### config.mk
export PLATFORM = sky130hd
export DESIGN_NAME = pgwt_cmd_fifo
export DESIGN_NICKNAME = d
export VERILOG_FILES = /design/src/rtl/pgwt_cmd_fifo.sv
export SDC_FILE = /design/constraint.sdc
export NUM_CORES = 1
export LEC_CHECK = 0
export BUFFER_PORTS_ARGS = -buffer_cell sky130_fd_sc_hd__buf_2
export CORE_UTILIZATION = 35
export CTS_CLUSTER_SIZE = 8
export DETAILED_ROUTE_END_ITERATION = 7
export GPL_ROUTABILITY_DRIVEN = 0
export GPL_TIMING_DRIVEN = 0
export RECOVER_POWER = 25
export REMOVE_ABC_BUFFERS = 1
export SLEW_MARGIN = 10
export SYNTH_ARGS = -nofsm -noshare
export SYNTH_HDL_FRONTEND = slang
export SYNTH_SLANG_ARGS = --single-unit
### constraint.sdc
create_clock -name clk_i -period 2.3 [get_ports clk_i]
set_input_delay 0.115 -clock clk_i [delete_from_list [all_inputs] [get_ports clk_i]]
set_output_delay 0.115 -clock clk_i [all_outputs]
set_load 0.02 [all_outputs]
### src/rtl/pgwt_cmd_fifo.sv
// Two-entry command queue between front and back.
// Generic width; no package dependency.
`default_nettype none
module pgwt_cmd_fifo #(
  parameter int W = 8
) (
  input  wire logic         clk_i,
  input  wire logic         rst_ni,
  input  wire logic         push_i,
  input  wire logic [W-1:0] data_i,
  output logic              full_o,
  input  wire logic         pop_i,
  output logic [W-1:0]      data_o,
  output logic              empty_o
);
  logic [W-1:0] mem_q [2];
  logic         wr_q, wr_d, rd_q, rd_d;
  logic [1:0]   cnt_q, cnt_d;

  assign full_o  = (cnt_q == 2'd2);
  assign empty_o = (cnt_q == 2'd0);
  assign data_o  = mem_q[rd_q];

  // Pointer and count update
  always_comb begin
    wr_d  = wr_q;
    rd_d  = rd_q;
    cnt_d = cnt_q;
    if (push_i) begin
      wr_d = ~wr_q;
    end
    if (pop_i) begin
      rd_d = ~rd_q;
    end
    case ({push_i, pop_i})
      2'b10:   cnt_d = cnt_q + 2'd1;
      2'b01:   cnt_d = cnt_q - 2'd1;
      default: cnt_d = cnt_q;
    endcase
  end

  always_ff @(posedge clk_i or negedge rst_ni) begin
    if (!rst_ni) begin
      wr_q  <= 1'b0;
      rd_q  <= 1'b0;
      cnt_q <= 2'd0;
    end else begin
      wr_q  <= wr_d;
      rd_q  <= rd_d;
      cnt_q <= cnt_d;
    end
  end

  // Entry storage
  always_ff @(posedge clk_i) begin
    if (push_i) begin
      mem_q[wr_q] <= data_i;
    end
  end
endmodule
`default_nettype wire

==> results by group, run 1 <==
Status
  – Status: finished clean

Die
  – Row cnt: 16
  – Initial core utilization: 0.381
  – Chip width: 48.7 um
  – CORE AREA: 2000 sq um
  – Io pins: 22
  – Die H: 48.7 um
  – Die area: 2370 sq um

Synth
  – Register area share after synthesis: 0.762
  – Cell area after synthesis: 762 sq um
  – Ys Warns: 0
  – Synth unique cells: 11
  – Post-Syn Instances: 41
  – Yosys top cell by area: edfxtp_1
  – Yosys top cell area share: 0.631
  – Seq cells post-synth: 20
  – Synthesized area per cell: 18.6 sq um
  – Top cells by area, synth: edfxtp_1, dfrtp_1, mux2_2, xor2_1, xnor2_1

Finish
  – Fillcell total: 175
  – Nets: 88
  – Most frequent cells in the layout: buf_2, edfxtp_1, dlygate4sd3_1, mux2_2, clkbuf_1
  – Multi-input gate area: 173 sq um
  – Reg area: 581 sq um
  – Area growth syn-to-layout: 32.2%
  – Number of diodes: 0
  – Share of cells above drive strength 1: 0.392
  – Final core occ: 0.503
  – Most common cell after layout, fill and taps aside: buf_2

Critical path
  – CP required: 2180 ps
  – Slowest Stage Delay on Critical Path: 600 ps
  – Worst reg2reg endpoint: mem_q[0][1]
  – Reg2Reg Depth: 1
  – Critical Path End Type: primary output
  – CP Max Fanout: 9
  – Reg2reg setup slack: 970 ps
  – Critical path, cell by cell: mux2_2 -> buf_2
  – Crit Reg-Reg Startpoint: wr_q
  – Setup crit start kind: register
  – Crit path DAT: 1430 ps
  – Critical path class: register to primary output
  – Crit-path slowest cell: dfrtp_1

Global route
  – Largest net degree at the start of global routing: 12
  – First-pass GRT wire length: 1.75 mm
  – Initial antenna violation count: 0
  – Total grt overflow: 0
  – Total GRT Usage: 0.103
  – Vias in the first global route: 398

Route
  – Via/cell ratio: 4.16
  – Initial drt markers: 5
  – Routed length on met3: 54 um
  – Met2 Routed Length: 555 um
  – Drt drc: 0
  – Drt total wl: 1.10 mm
  – First-pass DRT Iterations: 3
  – Number of nets with antenna violations after routing: 0
  – Via count: 420
  – Top Metal Used: met3
  – Met1 WL: 486 um
  – Post-DR wirelength/cell: 10.9 um

STA
  – Max Fclk: 0.646 GHz
  – Tmin final: 1550 ps
  – Slew headroom: 0.536
  – RSZ-0062 raised after global routing: no
  – Setup skew after layout: 5.02 ps
  – Final slew viol count: 0
  – Final period util: 0.673
  – Setup TNS: 0 ps
  – Final setup margin: 753 ps
  – Worst slew pin tran: 693 ps
  – Fin. Hold Viols: 0
  – Setup violators final: 0

Worst hold path
  – Hold path startpoint: pop_i
  – Worst Hold Path EP: rd_q
  – HP Class: primary input to register
  – Worst Hold Path Cells: 2

Power and ir drop
  – Sequential Power Share: 0.517
  – Combinational group share of total power: 0.335
  – Pwr Density: 1080 nW/um^2
  – Sw Pwr: 0.000358 W
  – Switching Share: 0.329
  – Clk network pwr share: 0.148
  – Internal: 0.000730 W
  – Peak supply drop: 0.000478 V
  – Leak: 0.398 nW

Clock network
  – Hold-fix buffers, CTS: 3
  – Latest clock arrival within the worst-skew pair: 290 ps
  – H-tree depth: 1
  – CTS tree: built
  – CTS root buf: clkbuf_4
  – Total CTS buffers: 3
  – Setup Buffers After CTS: 0
  – Worst-path clk slew: 100 ps
  – Post-CTS Resized: 0
  – CTS Buffer Depth: 2
  – Sink Count: 20

Placement
  – Pre-CTS setup slack: 934 ps
  – Dpl hpwl: 750 um
  – Port bufs: 21

Flow run
  – MaxCap Viol Count: 0
==> per-layer routing <==
layer,GRT usage,vias up
li1,-,211
met1,0.111,198
met2,0.171,11
met3,0.0409,0
met4,0.0588,0
met5,0,-
==> worst max path at each step <==
stage	startpoint	depth (start not counted)	to	slack, ps
detailed placement	wr_q	1	mem_q[0][7]	930
floorplan	wr_q	1	mem_q[0][0]	1160
global route	rd_q	2	data_o[4]	670
finish	rd_q	2	data_o[4]	750
global placement	wr_q	1	mem_q[0][7]	940
CTS	rd_q	2	data_o[4]	710
==> cell families after synthesis <==
kind of cell,synth area share
buffers and inverters,0.0115
XOR/XNOR,0.0575
multiplexers,0.118
AND/OR/NAND/NOR,0.0345
flip-flops,0.762
adder cells (fa/ha/maj),0.0164
==> worst max-delay path, delay by kind of cell (launching register included) <==
family,cells,cell delay (ps)
flip-flops,1,600
buffers and inverters,1,160
multiplexers,1,390
==> synth_stat cells, drive strengths merged <==
cell type and count:
edfxtp 16, mux2 8, dfrtp 4, nor2 3
xor2 3, xnor2 2, and2 1, and2b 1
buf 1, ha 1, inv 1
==> power groups by stage <==
stage          Sequential (W)  Combinational (W)  Clock [W]
4_1_cts              0.000566           0.000363   0.000171
2_1_floorplan        0.000550           0.000261          0
3_5_place_dp         0.000572           0.000359          0
5_1_grt              0.000576           0.000390   0.000189
6_report             0.000563           0.000364   0.000161
3_3_place_gp         0.000567           0.000357          0
==> sequential cells by signal, indices dropped and copies added, names as in the netlist <==
| name | flops |
|---|---|
| mem_q | 16 |
| cnt_q | 2 |
| wr_q | 1 |
| rd_q | 1 |
==> final cells by class <==
| class | instances | area share |
|---|---|---|
| Clock buffer | 4 | 0.0261 |
| Multi-Input combinational cell | 19 | 0.171 |
| Tap cell | 27 | 0.0335 |
| Inverter | 1 | 0.00373 |
| Timing Repair Buffer | 30 | 0.189 |
| Sequential cell | 20 | 0.576 |
==> metrics by stage <==
step                      cells  total power [W]  instance area (sq um)  hold WS [ps]
after global placement       88         0.000923                    896         -74.8
after detailed placement     88         0.000931                    896         -73.2
final                       101          0.00109                   1010          14.2
after floorplan              40         0.000811                    757          -181
after global routing        101          0.00116                   1010        0.0738
after CTS                    95          0.00110                    952         0.391
Note: power is estimated with default switching activity, not from simulation.
==> run 2, diff against run 1 <==
- clock period: 2.3 -> 1.4 ns (I/O delays scaled with it)
==> run 2 against run 1 <==
  * Routed wire length up 5.6%
  * Clock skew fell by 0.57 ps
  * Highest routed layer unchanged
  * Critical endpoint is now data_o[2]
  * Largest power group unchanged
  * Total power up 73%
==> results by group, run 2 (synthesis gave the netlist of run 1 again) <==
Die
  – Die H: 48.7 um
  – Row cnt: 16
  – CORE AREA: 2000 sq um
  – Io pins: 22
  – Chip width: 48.7 um
  – Die area: 2370 sq um
  – Initial core utilization: 0.381

STA
  – Tmin final: 1340 ps
  – Setup skew after layout: 4.45 ps
  – Final setup margin: 56.0 ps
  – Final slew viol count: 0
  – Fin. Hold Viols: 0
  – Setup violators final: 0
  – Slew headroom: 0.707
  – Final period util: 0.960
  – Max Fclk: 0.744 GHz
  – Worst slew pin tran: 439 ps

Finish
  – Nets: 93
  – Number of diodes: 0
  – Share of cells above drive strength 1: 0.430
  – Reg area: 582 sq um
  – Most frequent cells in the layout: buf_2, edfxtp_1, dlygate4sd3_1, mux2_2, clkbuf_1
  – Multi-input gate area: 175 sq um
  – Most flops, register: mem_q
  – Most common cell after layout, fill and taps aside: buf_2
  – Fillcell total: 182
  – Max reg flops: 16
  – Area growth syn-to-layout: 38.8%
  – Largest regs: mem_q x16, cnt_q x2
  – Post-route non-filler standard cell count: 106
  – Final core occ: 0.528

Route
  – Via count: 445
  – Via/cell ratio: 4.20
  – Post-DR wirelength/cell: 10.9 um
  – First-pass DRT Iterations: 3
  – Drt drc: 0
  – Initial drt markers: 3
  – Drt total wl: 1.16 mm
  – Number of nets with antenna violations after routing: 0

Clock network
  – CTS Buffer Depth: 2
  – Total CTS buffers: 3
  – H-tree depth: 1
  – CTS tree: built
  – Worst-path clk slew: 100 ps
  – CTS root buf: clkbuf_4
  – Latest clock arrival within the worst-skew pair: 280 ps
  – Sink Count: 20

Global route
  – Initial antenna violation count: 0
  – Total grt overflow: 0
  – Largest net degree at the start of global routing: 12
  – Vias in the first global route: 416
  – First-pass GRT wire length: 1.77 mm
  – Total GRT Usage: 0.103

Power and ir drop
  – Leak: 0.421 nW
  – Peak supply drop: 0.000902 V
  – Pwr Density: 1780 nW/um^2

Placement
  – Pre-CTS setup slack: 33.9 ps
  – Port bufs: 21
  – Dpl hpwl: 750 um
  – Placed insts: 88

Critical path
  – Critical Path End Type: primary output
  – CP required: 1330 ps
  – Critical path class: register to primary output
  – CP Max Fanout: 4
  – Crit path DAT: 1270 ps
  – Setup crit start kind: register

Status
  – Status: finished clean

Worst hold path
  – HP Class: primary input to asynchronous set/reset pin

Flow run
  – MaxCap Viol Count: 0
## run 2: cell count changes in the layout (fill, tap and decap cells not counted), sizes merged
cell and change:
buf +3, dlygate4sd3 +2
## run 2: metal layers
layer,GRT usage,vias up,routed length (um)
met1,0.118,209,519
met4,0.0441,0,0
li1,-,223,-
met2,0.176,13,577
met5,0,-,0
met3,0.0314,0,60
## run 2: worst paths after layout
check,startpoint,to,slack [ps],cells after the start
max reg2reg,wr_q,mem_q[0][2],250,1
min reg2reg,cnt_q[1],cnt_q[1],500,1
min,rst_ni,wr_q,130,2
max,rd_q,data_o[2],60,3
min in group clk_i,push_i,cnt_q[0],240,4
max in group asynchronous,rst_ni,rd_q,1060,2
## run 2: worst max-delay path, cell delays in order (launching register included)
cell and delay (ps):
dfrtp_2 380, buf_4 140, mux2_2 320, buf_2 160
## run 2: repair_timing
| item | CTS | global route |
|---|---|---|
| setup buffers | 1 | 2 |
| setup endpoints to repair | 8 | 16 |
| hold buffers | 11 | 0 |
| gates resized for setup | 1 | 3 |
| endpoints found under the hold margin | 22 | 0 |
| cloned | 0 | 0 |
## run 2: report_power, final
group          leakage [nW]  internal [W]  switching (W)  total (W)
combinational         0.210      0.000350       0.000385   0.000736
sequential            0.196      0.000811      0.0000744   0.000885
clock                0.0150      0.000111       0.000153   0.000263
total                 0.421       0.00127       0.000612    0.00188
## run 2: final cells by class
cell class	count	share of cell area
Timing Repair Buffer	35	0.224
Tap cell	27	0.0320
Sequential cell	20	0.550
Multi-Input combinational cell	19	0.166
Clock buffer	4	0.0249
Inverter	1	0.00355
## run 2: metrics by stage
stage / hold WS, ps / TNS, ps / instance area [sq um] / power [W]
after floorplan: -226 / 0 / 757 / 0.00133
after detailed placement: -118 / 0 / 896 / 0.00153
final: 130 / 0 / 1060 / 0.00188
after global placement: -120 / 0 / 896 / 0.00152
after CTS: 92.4 / -7.26 / 1040 / 0.00185
after global routing: 128 / -3.71 / 1060 / 0.00200
