File: src/rtl/pgwt_pkg.sv
// Shared types for the page generation write tracker.
// Item structs, operation codes and the front-to-back command control word.
`default_nettype none
package pgwt_pkg;

  // Operation codes of an input item
  typedef enum logic [1:0] {
    OP_RESET    = 2'd0,
    OP_REGISTER = 2'd1,
    OP_WRITE    = 2'd2,
    OP_PAIR     = 2'd3
  } pgwt_op_e;

  // Command kinds carried from front to back
  typedef enum logic [1:0] {
    CMD_CLEAR = 2'd0,
    CMD_WRITE = 2'd1,
    CMD_PAIR  = 2'd2
  } pgwt_cmd_e;

  localparam logic [31:0] ADDR_MASK = 32'h1FFF_FFFF;
  localparam logic [63:0] GEN_MAX   = 64'hFFFF_FFFF_FFFF_FFFF;

  typedef struct packed {
    logic [1:0]  operation;
    logic [31:0] address;
    logic [31:0] length;
    logic        drop_watches;
    logic [31:0] exec_pc;
    logic        last_pair;
  } pgwt_in_t;

  typedef struct packed {
    logic        cacheable;
    logic [63:0] cache_epoch;
    logic [63:0] generation_sum;
  } pgwt_out_t;

  // Control part of a command; page bounds travel beside it
  typedef struct packed {
    pgwt_cmd_e kind;
    logic      clr_watch;  // clear: also clear watch bits
    logic      walk;       // write/pair: walk the page range
    logic      last_pair;  // pair: answer after this one
    logic      query_ok;   // pair: query valid and covered something
  } pgwt_ctl_t;

endpackage
`default_nettype wire

File: src/rtl/pgwt_front.sv
// Front end: accepts items, holds the image window and query validity,
// and turns each item into a page-range command. Uses pgwt_pkg.
`default_nettype none
module pgwt_front #(
  parameter int PAGE_SHIFT = 12,
  parameter int PAGE_COUNT = 512,
  parameter int PGW        = $clog2(PAGE_COUNT)
) (
  input  wire logic              clk_i,
  input  wire logic              rst_ni,
  input  wire logic              accept_i,
  input  wire pgwt_pkg::pgwt_in_t in_i,
  output pgwt_pkg::pgwt_ctl_t    ctl_o,
  output logic [PGW-1:0]         first_o,
  output logic [PGW-1:0]         last_o
);
  import pgwt_pkg::*;

  localparam int unsigned RAM_BYTES = PAGE_COUNT << PAGE_SHIFT;
  localparam int          AW        = $clog2(RAM_BYTES) + 1;
  localparam logic [31:0] RAM32     = 32'(RAM_BYTES);

  logic [AW-1:0] lo_q, lo_d, hi_q, hi_d;
  logic          reg_q, reg_d, fail_q, fail_d, any_q, any_d;

  // Register operation
  logic          in_ram;
  logic [AW-1:0] room, len_clip;
  // Write operation
  logic [32:0]   w_end33;
  logic [AW-1:0] w_end, w_lo, w_hi, w_hm1;
  logic          w_walk;
  // Query pair
  logic [31:0]   phys, at, p_end, p_start, p_em1, hi32;
  logic          p_bad, p_walk, p_fail, p_any;

  always_comb begin
    in_ram   = in_i.address < RAM32;
    room     = AW'(RAM_BYTES) - in_i.address[AW-1:0];
    len_clip = (in_i.length > 32'(room)) ? room : in_i.length[AW-1:0];

    w_end33 = {1'b0, in_i.address} + {1'b0, in_i.length};
    w_end   = (w_end33 > {1'b0, RAM32}) ? AW'(RAM_BYTES) : w_end33[AW-1:0];
    w_lo    = (in_i.address[AW-1:0] < lo_q) ? lo_q : in_i.address[AW-1:0];
    w_hi    = (w_end > hi_q) ? hi_q : w_end;
    w_hm1   = w_hi - AW'(1);
    w_walk  = reg_q && (in_i.length != 32'd0) && in_ram && (w_hi > w_lo);

    phys    = in_i.address & ADDR_MASK;
    at      = in_i.exec_pc & ADDR_MASK;
    hi32    = 32'(hi_q);
    p_bad   = !reg_q || (in_i.length == 32'd0) || (phys < 32'(lo_q)) ||
              (phys >= hi32) || (in_i.length > (hi32 - phys));
    p_end   = phys + in_i.length;
    p_start = (phys < at) ? at : phys;
    p_em1   = p_end - 32'd1;
    p_fail  = fail_q || p_bad;
    p_walk  = !p_fail && (p_end > at);
    p_any   = any_q || p_walk;
  end

  // Command build and window state update
  always_comb begin
    lo_d   = lo_q;
    hi_d   = hi_q;
    reg_d  = reg_q;
    fail_d = fail_q;
    any_d  = any_q;
    ctl_o.kind      = CMD_CLEAR;
    ctl_o.clr_watch = in_i.drop_watches;
    ctl_o.walk      = 1'b0;
    ctl_o.last_pair = in_i.last_pair;
    ctl_o.query_ok  = !p_fail && p_any;
    first_o = PGW'(w_lo >> PAGE_SHIFT);
    last_o  = PGW'(w_hm1 >> PAGE_SHIFT);
    unique case (pgwt_op_e'(in_i.operation))
      OP_RESET: begin
        ctl_o.kind = CMD_CLEAR;
      end
      OP_REGISTER: begin
        ctl_o.kind      = CMD_CLEAR;
        ctl_o.clr_watch = 1'b1;
        if (in_ram) begin
          lo_d  = in_i.address[AW-1:0];
          hi_d  = in_i.address[AW-1:0] + len_clip;
          reg_d = len_clip != '0;
        end else begin
          lo_d  = '0;
          hi_d  = '0;
          reg_d = 1'b0;
        end
      end
      OP_WRITE: begin
        ctl_o.kind = CMD_WRITE;
        ctl_o.walk = w_walk;
      end
      OP_PAIR: begin
        ctl_o.kind = CMD_PAIR;
        ctl_o.walk = p_walk;
        first_o    = PGW'(p_start >> PAGE_SHIFT);
        last_o     = PGW'(p_em1 >> PAGE_SHIFT);
        fail_d     = in_i.last_pair ? 1'b0 : p_fail;
        any_d      = in_i.last_pair ? 1'b0 : p_any;
      end
      default: ;
    endcase
  end

  always_ff @(posedge clk_i or negedge rst_ni) begin
    if (!rst_ni) begin
      lo_q   <= '0;
      hi_q   <= '0;
      reg_q  <= 1'b0;
      fail_q <= 1'b0;
      any_q  <= 1'b0;
    end else if (accept_i) begin
      lo_q   <= lo_d;
      hi_q   <= hi_d;
      reg_q  <= reg_d;
      fail_q <= fail_d;
      any_q  <= any_d;
    end
  end
endmodule
`default_nettype wire

File: config.mk
export PLATFORM = sky130hd
export DESIGN_NAME = pgwt_front
export DESIGN_NICKNAME = d
export VERILOG_FILES = /design/src/rtl/pgwt_pkg.sv /design/src/rtl/pgwt_front.sv
export SDC_FILE = /design/constraint.sdc
export NUM_CORES = 1
export LEC_CHECK = 0
export ABC_AREA = 1
export BUFFER_PORTS_ARGS = -buffer_cell sky130_fd_sc_hd__buf_2
export CAP_MARGIN = 10
export CELL_PAD_IN_SITES_DETAIL_PLACEMENT = 0
export CELL_PAD_IN_SITES_GLOBAL_PLACEMENT = 1
export CORE_MARGIN = 1.5
export CORE_UTILIZATION = 39
export CTS_BUF_LIST = sky130_fd_sc_hd__clkbuf_4 sky130_fd_sc_hd__clkbuf_8 sky130_fd_sc_hd__clkbuf_16
export DETAILED_ROUTE_END_ITERATION = 16
export PLACE_DENSITY_LB_ADDON = 0.15
export SKIP_LAST_GASP = 1
export SYNTH_ARGS = -nofsm -noshare
export SYNTH_HDL_FRONTEND = slang
export SYNTH_SLANG_ARGS = --single-unit
File: constraint.sdc
create_clock -name clk_i -period 5.8 [get_ports clk_i]
set_input_delay 0.58 -clock clk_i [delete_from_list [all_inputs] [get_ports clk_i]]
set_output_delay 0.58 -clock clk_i [all_outputs]
set_load 0.03 [all_outputs]
==> qor.yml, run 1 <==
floorplanning:
  coreArea_sq_mm: 0.0328
  row_count: 66
  initial_core_util_pct: 39.9
  die_area_sq_mm: 0.0347
  die_y_um: 186
  die_x_um: 186
  io_pins: 127
outcome:
  status: "complete, but fails checks"
  failed_checks: "negative setup slack"
synth:
  avgSynthCellArea_sq_um: 6.10
  yosys-top-cells-area: "ha_1 (24%), nand2_1 (16%), inv_1 (9.8%)"
  ys_ff_latch: 47
  ys_seq_area_share_pct: 8.98
  yosysTopAreaCell: "ha_1"
  synth.distinct_cells: 61
  synth.net_count: 2504
  synth_warnings: 0
  async_flop_share_pct: 100
  synth_edf_count: 0
  synthFlopType: "dfrtp_1"
  synth.top_cell.area_share_pct: 24.0
  synthesis.area_sq_mm: 0.0131
  postSynthCellCount: 2147
worst_hold_path:
  hold_class: "in2async"
critical_path:
  path_depth: 46
  critPathMaxFanout: 11
  cp-end-kind: "primary output"
  cpMaxStageDelayCell: "fa_2"
  path_delay_family: "simple AND/OR/NAND/NOR gates"
  max_stage_delay_ns: 0.41
  reg2reg_depth: 29
  required_ns: 5.22
  path_buf_inv: 12
  start_kind: "primary input"
  cp.arrival_ns: 5.87
  path_class: "in2out"
clock_network:
  tritoncts: "done"
  clkTransAtPathRegs_ns: 0.06
  holdBufCountCts: 0
  clockBufferDepth: 2
  clock_latency_ns: 0.30
  htreeDepth: 2
  cts_buffers: 5
  cts-root-buf: "clkbuf_16"
  clock-sinks: 47
pwr:
  power.density_mw_per_mm2: 123
  p_leak_nw: 10.6
  ir_drop_uv: 107
sta:
  fin_ws_ns: -0.654
  max_slew_margin_pct: 46.8
  setup_violations: 19
  fin_worst_skew_ns: 0.0108
  worst_slew_pin_slew_ns: 0.779
  finalCritPeriodShare_pct: 111
  rsz0062_at_grt: "true"
  timing.final.crit_period_ns: 6.45
  fmax_mhz: 155
  totalNegativeSetupSlack_ns: -7.01
  finalHoldViolations: 0
  slew_violations: 0
global_route:
  antenna_found_initial: 0
  grt_pass1_vias: 16000
  grt_overflow_total: 0
  track_usage_pct: 34.9
  grt_pass1_wl_um: 89800
  grt_max_degree: 48
placement:
  placed_area_sq_mm: 0.0172
  io_buffers: 123
  dpl.hpwl_um: 52300
  place_congestion: 1.00
finish:
  fin_nets: 3095
  multiInputGateArea_sq_mm: 0.0124
  num_antenna_cells: 0
  seqCellArea_sq_mm: 0.00118
  final_cell_area_sq_mm: 0.0203
  synthToLayoutAreaGrowth_pct: 54.8
  drive_above_1_share_pct: 36.8
  fill_cells: 3171
routing:
  num_vias: 17200
  route.detailed.drc: 0
  routed_wl_um: 64000
  firstDrtPassIters: 8
  via_per_inst: 5.42
  drtIter0Drc: 1187
  wl_per_cell_um: 20.1
  final_antenna_net_count: 0
job:
  max_cap_violations: 0
-- through the flow --
step	worst slack, ns	utilization (%)	hold WS [ns]	instances	total power, mW
floorplan	-0.175	-	0.284	2147	1.10
global placement	-1.20	52.4	0.470	3078	1.77
detailed placement	-1.22	52.4	0.479	3078	1.78
CTS	-0.563	55.9	0.431	3119	2.26
global route	-0.943	61.8	0.463	3181	2.64
finish	-0.654	61.8	0.394	3181	2.48
-- kinds of logic after synthesis --
family | after synthesis | synth area share [%]
AOI/OAI and AO/OA | 413 | 17.8
xor gates and xnor gates | 48 | 3.21
adders and majority gates | 254 | 24.5
buffers and inverters | 378 | 11.3
DFF | 47 | 8.98
muxes | 1 | 0.0765
and+or+nand+nor | 1006 | 34.2
-- cell usage in the layout (no fill, tap or decap), types with 47 or more instances in the layout --
cell | synthesis | layout
nand2_1 | 559 | 493
nand3_1 | 112 | 88
inv_1 | 341 | 317
ha_1 | 251 | 201
nand2_2 | 17 | 70
a21oi_1 | 166 | 128
nor2_1 | 163 | 127
dfrtp_1 | 47 | 47
nand4_1 | 55 | 55
buf_2 | 4 | 104
ha_4 | 0 | 48
o21ai_0 | 132 | 83
buf_4 | 3 | 461
-- registers in the layout, summed over array words and instances (netlist names) --
signal  count
hi_q       22
any_q       1
lo_q       22
fail_q      1
reg_q       1
-- path summary, 6_finish.rpt --
check | start | endpoint | slack [ns]
max | in_i[34] | last_o[6] | -0.65
min | rst_ni | hi_q[4] | 0.39
max reg2reg | hi_q[0] | any_q | 1.08
min reg2reg | reg_q | reg_q | 0.50
max in group asynchronous | rst_ni | hi_q[15] | 4.89
min in group clk_i | reg_q | reg_q | 0.50
-- metal layers --
layer	GRT usage (%)	part of all wire (%)	vias to the layer above
li1	-	-	8398
met1	48.0	44	8154
met2	55.7	45	589
met3	4.79	7.5	99
met4	12.2	3.7	0
met5	0.143	0	-
-- cells in the mapped netlist (5+ instances only) --
master / number
o21a_1: 10
nand3b_1: 8
nand4_2: 8
nand3_2: 9
xor2_1: 31
nand2_2: 17
nor3_1: 25
o22ai_1: 33
nor2_1: 163
o221ai_1: 11
a31oi_1: 7
a21oi_1: 166
or2_2: 5
dfrtp_1: 47
clkbuf_1: 24
nor2_2: 9
inv_1: 341
nand3_1: 112
ha_1: 251
xnor2_1: 17
o211ai_1: 5
nand2_1: 559
a211oi_1: 9
nor4_1: 19
o21ai_0: 132
nand4_1: 55
o21bai_1: 7
-- area by class of cell --
cell class	count	share of cell area [%]
multi-input cells	1722	61.0
repair buffers	619	23.0
inverters	343	6.45
flip-flops and latches	47	5.81
well taps	442	2.73
clock buffers	6	0.655
clock inverters	2	0.296
-- power breakdown --
group          internal [mW]  switching (mW)  total, mW
clock network          0.253           0.141      0.393
logic                  0.739            1.02       1.76
registers              0.330         0.00243      0.332
total                   1.32            1.16       2.48
-- what timing repair did --
action | CTS | global route
endpoints found under the setup margin | 25 | 28
resized for setup | 192 | 335
pin swaps | 65 | 113
setup buffers | 33 | 63
gates cloned | 0 | 1
Power figures use the tool's default switching activity.
==> run 2, diff against run 1 <==
Settings changed: ABC_AREA 1 to unset, CORE_UTILIZATION 39 to 40, PLACE_DENSITY set to 0.87, PLACE_DENSITY_LB_ADDON 0.15 to unset.
==> qor.yml, run 2 <==
floorplanning:
  die_x_um: 174  # was 186 um
  io_pins: 127  # unchanged
  coreArea_sq_mm: 0.0288  # was 0.0328 sq mm
  die_area_sq_mm: 0.0304  # was 0.0347 sq mm
  die_y_um: 174  # was 186 um
  row_count: 62  # was 66
  initial_core_util_pct: 40.8  # was 39.9%
clock_network:
  clockBufferDepth: 2  # unchanged
  clock_latency_ns: 0.32  # was 0.30 ns
  holdBufCountCts: 0  # unchanged
  tritoncts: "done"  # unchanged
  clock-sinks: 47  # unchanged
  clkTransAtPathRegs_ns: 0.08  # was 0.06 ns
  cts-root-buf: "clkbuf_16"  # unchanged
  cts_buffers: 5  # unchanged
  htreeDepth: 2  # unchanged
synth:
  async_flop_share_pct: 100  # unchanged
  synth.distinct_cells: 80  # was 61
  synthesis.area_sq_mm: 0.0117  # was 0.0131 sq mm
  synth.net_count: 1928  # was 2504
  postSynthCellCount: 1571  # was 2147
  ys_seq_area_share_pct: 10.0  # was 8.98%
  synth_edf_count: 0  # unchanged
  synthFlopType: "dfrtp_1"  # unchanged
  ys_ff_latch: 47  # unchanged
  yosysTopAreaCell: "ha_1"  # unchanged
  synthMostInstantiatedCell: "ha_1"  # was nand2_1
  yosys-top-cells-area: "ha_1 (27%), dfrtp_1 (10%), a21o_1 (5.6%)"  # was ha_1 (24%), nand2_1 (16%), inv_1 (9.8%)
  synth_warnings: 0  # unchanged
  synth.top_cell.area_share_pct: 26.8  # was 24.0%
  synth_commonest_cells: "ha_1 (251), inv_1 (166), o21ai_0 (121)"  # was nand2_1 (559), inv_1 (341), ha_1 (251)
  avgSynthCellArea_sq_um: 7.47  # was 6.10 sq um
pwr:
  total_power_mw: 2.24  # was 2.48 mW
  ir_drop_uv: 122  # was 107 uV
  p_leak_nw: 9.06  # was 10.6 nW
  power.density_mw_per_mm2: 126  # was 123 mW/mm^2
sta:
  slew_violations: 0  # unchanged
  max_slew_margin_pct: 38.4  # was 46.8%
  totalNegativeSetupSlack_ns: -25.67  # was -7.01 ns
  fin_ws_ns: -2.65  # was -0.654 ns
  timing.final.crit_period_ns: 8.45  # was 6.45 ns
  fin_worst_skew_ns: 0.00852  # was 0.0108 ns
  finalHoldViolations: 0  # unchanged
  setup_violations: 22  # was 19
  rsz0062_at_grt: "true"  # unchanged
  fmax_mhz: 118  # was 155 MHz
  worst_slew_pin_slew_ns: 0.924  # was 0.779 ns
  finalCritPeriodShare_pct: 146  # was 111%
global_route:
  grt_overflow_total: 0  # unchanged
  grt_max_degree: 50  # was 48
  track_usage_pct: 32.8  # was 34.9%
  antenna_found_initial: 0  # unchanged
  grt_pass1_wl_um: 77700  # was 89800 um
  grt_pass1_vias: 14900  # was 16000
finish:
  layout_common_cells: "buf_4 (434), ha_1 (236), inv_1 (150)"  # was nand2_1 (493), buf_4 (461), inv_1 (317)
  final_cell_count_no_fill: 2518  # was 3181
  num_antenna_cells: 0  # unchanged
  drive_above_1_share_pct: 37.2  # was 36.8%
  fin_nets: 2490  # was 3095
  fill_cells: 2486  # was 3171
  post-route-util_pct: 61.6  # was 61.8%
  synthToLayoutAreaGrowth_pct: 51.2  # was 54.8%
  reg_top3: "hi_q x22, lo_q x22"  # unchanged
  final_cell_area_sq_mm: 0.0177  # was 0.0203 sq mm
  layout_commonest_cell: "buf_4"  # was nand2_1
  seqCellArea_sq_mm: 0.00118  # unchanged
  multiInputGateArea_sq_mm: 0.0108  # was 0.0124 sq mm
critical_path:
  worst_path_most_repeated_cell: "o21a_1"
  start_kind: "primary input"  # unchanged
  max_stage_delay_ns: 0.40  # was 0.41 ns
  cp-end-kind: "primary output"  # unchanged
  cpMaxStageDelayCell: "o41a_4"  # was fa_2
  startpoint: "in_i[39]"  # was in_i[34]
  cp.arrival_ns: 7.87  # was 5.87 ns
  rr_startpoint: "hi_q[0]"  # unchanged
  path_class: "in2out"  # unchanged
  required_ns: 5.22  # about the same
  critPathMaxFanout: 8  # was 11
routing:
  via_per_inst: 5.80  # was 5.42
  firstDrtPassIters: 6  # was 8
  wl_per_cell_um: 20.4  # was 20.1 um
  num_vias: 14600  # was 17200
  route.detailed.drc: 0  # unchanged
  drtIter0Drc: 1106  # was 1187
  final_antenna_net_count: 0  # unchanged
  routed_wl_um: 51400  # was 64000 um
placement:
  dp_cells: 2445  # was 3078
  place_congestion: 1.07  # was 1.00
  io_buffers: 123  # unchanged
  placed_area_sq_mm: 0.0161  # was 0.0172 sq mm
  dpl.hpwl_um: 40500  # was 52300 um
outcome:
  failed_checks: "negative setup slack"  # unchanged
  status: "complete, but fails checks"  # unchanged
job:
  max_cap_violations: 0  # unchanged
worst_hold_path:
  hold_class: "in2async"  # unchanged
==> run 2: cell count changes after synthesis, moves of 26 or more <==
cell      change
nand2_1     -467
nor2_1       -44
a21oi_1      -55
xnor2_1      +46
nand2b_1     +26
inv_1       -175
nor2b_1      +27
a21o_1       +84
nand3_1      -66
==> run 2: path summary, 6_finish.rpt <==
kind	endpoint	slack (ns)	cells after the start
hold / removal	lo_q[5]	0.39	2
setup / recovery	ctl_o[2]	-2.65	39
min in group clk_i	any_q	0.52	2
hold reg to reg	any_q	0.52	2
setup reg to reg	fail_q	0.24	32
max in group asynchronous	any_q	4.93	2
==> run 2: critical path, delay by kind of cell <==
| family | cells | cell delay [ns] |
|---|---|---|
| AO/OA/AOI/OAI | 24 | 4.51 |
| AND/OR/NAND/NOR | 8 | 1.26 |
| adder cells (fa/ha/maj) | 3 | 0.82 |
| buffers and inverters | 3 | 0.46 |
| multiplexers | 1 | 0.20 |
==> run 2: area by class of cell <==
class | instances | share of cell area (%)
multi-input cells | 1317 | 60.9
repair buffers | 596 | 25.2
flip-flops and latches | 47 | 6.63
inverters | 166 | 3.67
well taps | 384 | 2.71
clock buffers | 7 | 0.860
clock inverters | 1 | 0.0423
==> run 2: power breakdown <==
part | internal, mW | total, mW | switching (mW) | leakage [nW]
Combinational | 0.741 | 1.56 | 0.823 | 8.33
Clock | 0.185 | 0.342 | 0.158 | 0.0761
Sequential | 0.329 | 0.331 | 0.00177 | 0.655
==> run 2: layer usage <==
| layer | GRT usage, % | vias to the layer above | part of all wire (%) |
|---|---|---|---|
| met4 | 27.7 | 0 | 10 |
| li1 | - | 6840 | - |
| met2 | 56.0 | 679 | 47 |
| met1 | 35.9 | 6847 | 37 |
| met3 | 4.57 | 243 | 6.2 |
| met5 | 0 | - | 0 |
==> run 2: metrics by stage <==
| stage | hold slack (ns) | worst slack [ns] |
|---|---|---|
| 2_1_floorplan | 0.284 | -2.24 |
| 3_3_place_gp | 0.497 | -2.67 |
| 3_5_place_dp | 0.510 | -2.86 |
| 4_1_cts | 0.402 | -2.67 |
| 5_1_grt | 0.441 | -2.98 |
| 6_report | 0.386 | -2.65 |
==> run 2: repair_timing <==
item,4_1_cts,5_1_grt
resized for setup,159,91
endpoints found under the setup margin,26,27
buffers inserted,60,34
pin swaps,80,86
gates cloned,1,0
==> run 2: cell families after synthesis <==
family	count (synthesis)	share of synthesized area, %
adder cells (fa/ha/maj)	255	27.4
AND/OR/NAND/NOR	468	20.3
XOR/XNOR	94	7.02
multiplexers	30	2.61
AO/OA/AOI/OAI	469	25.9
flip-flops	47	10.0
buffers and inverters	208	6.79
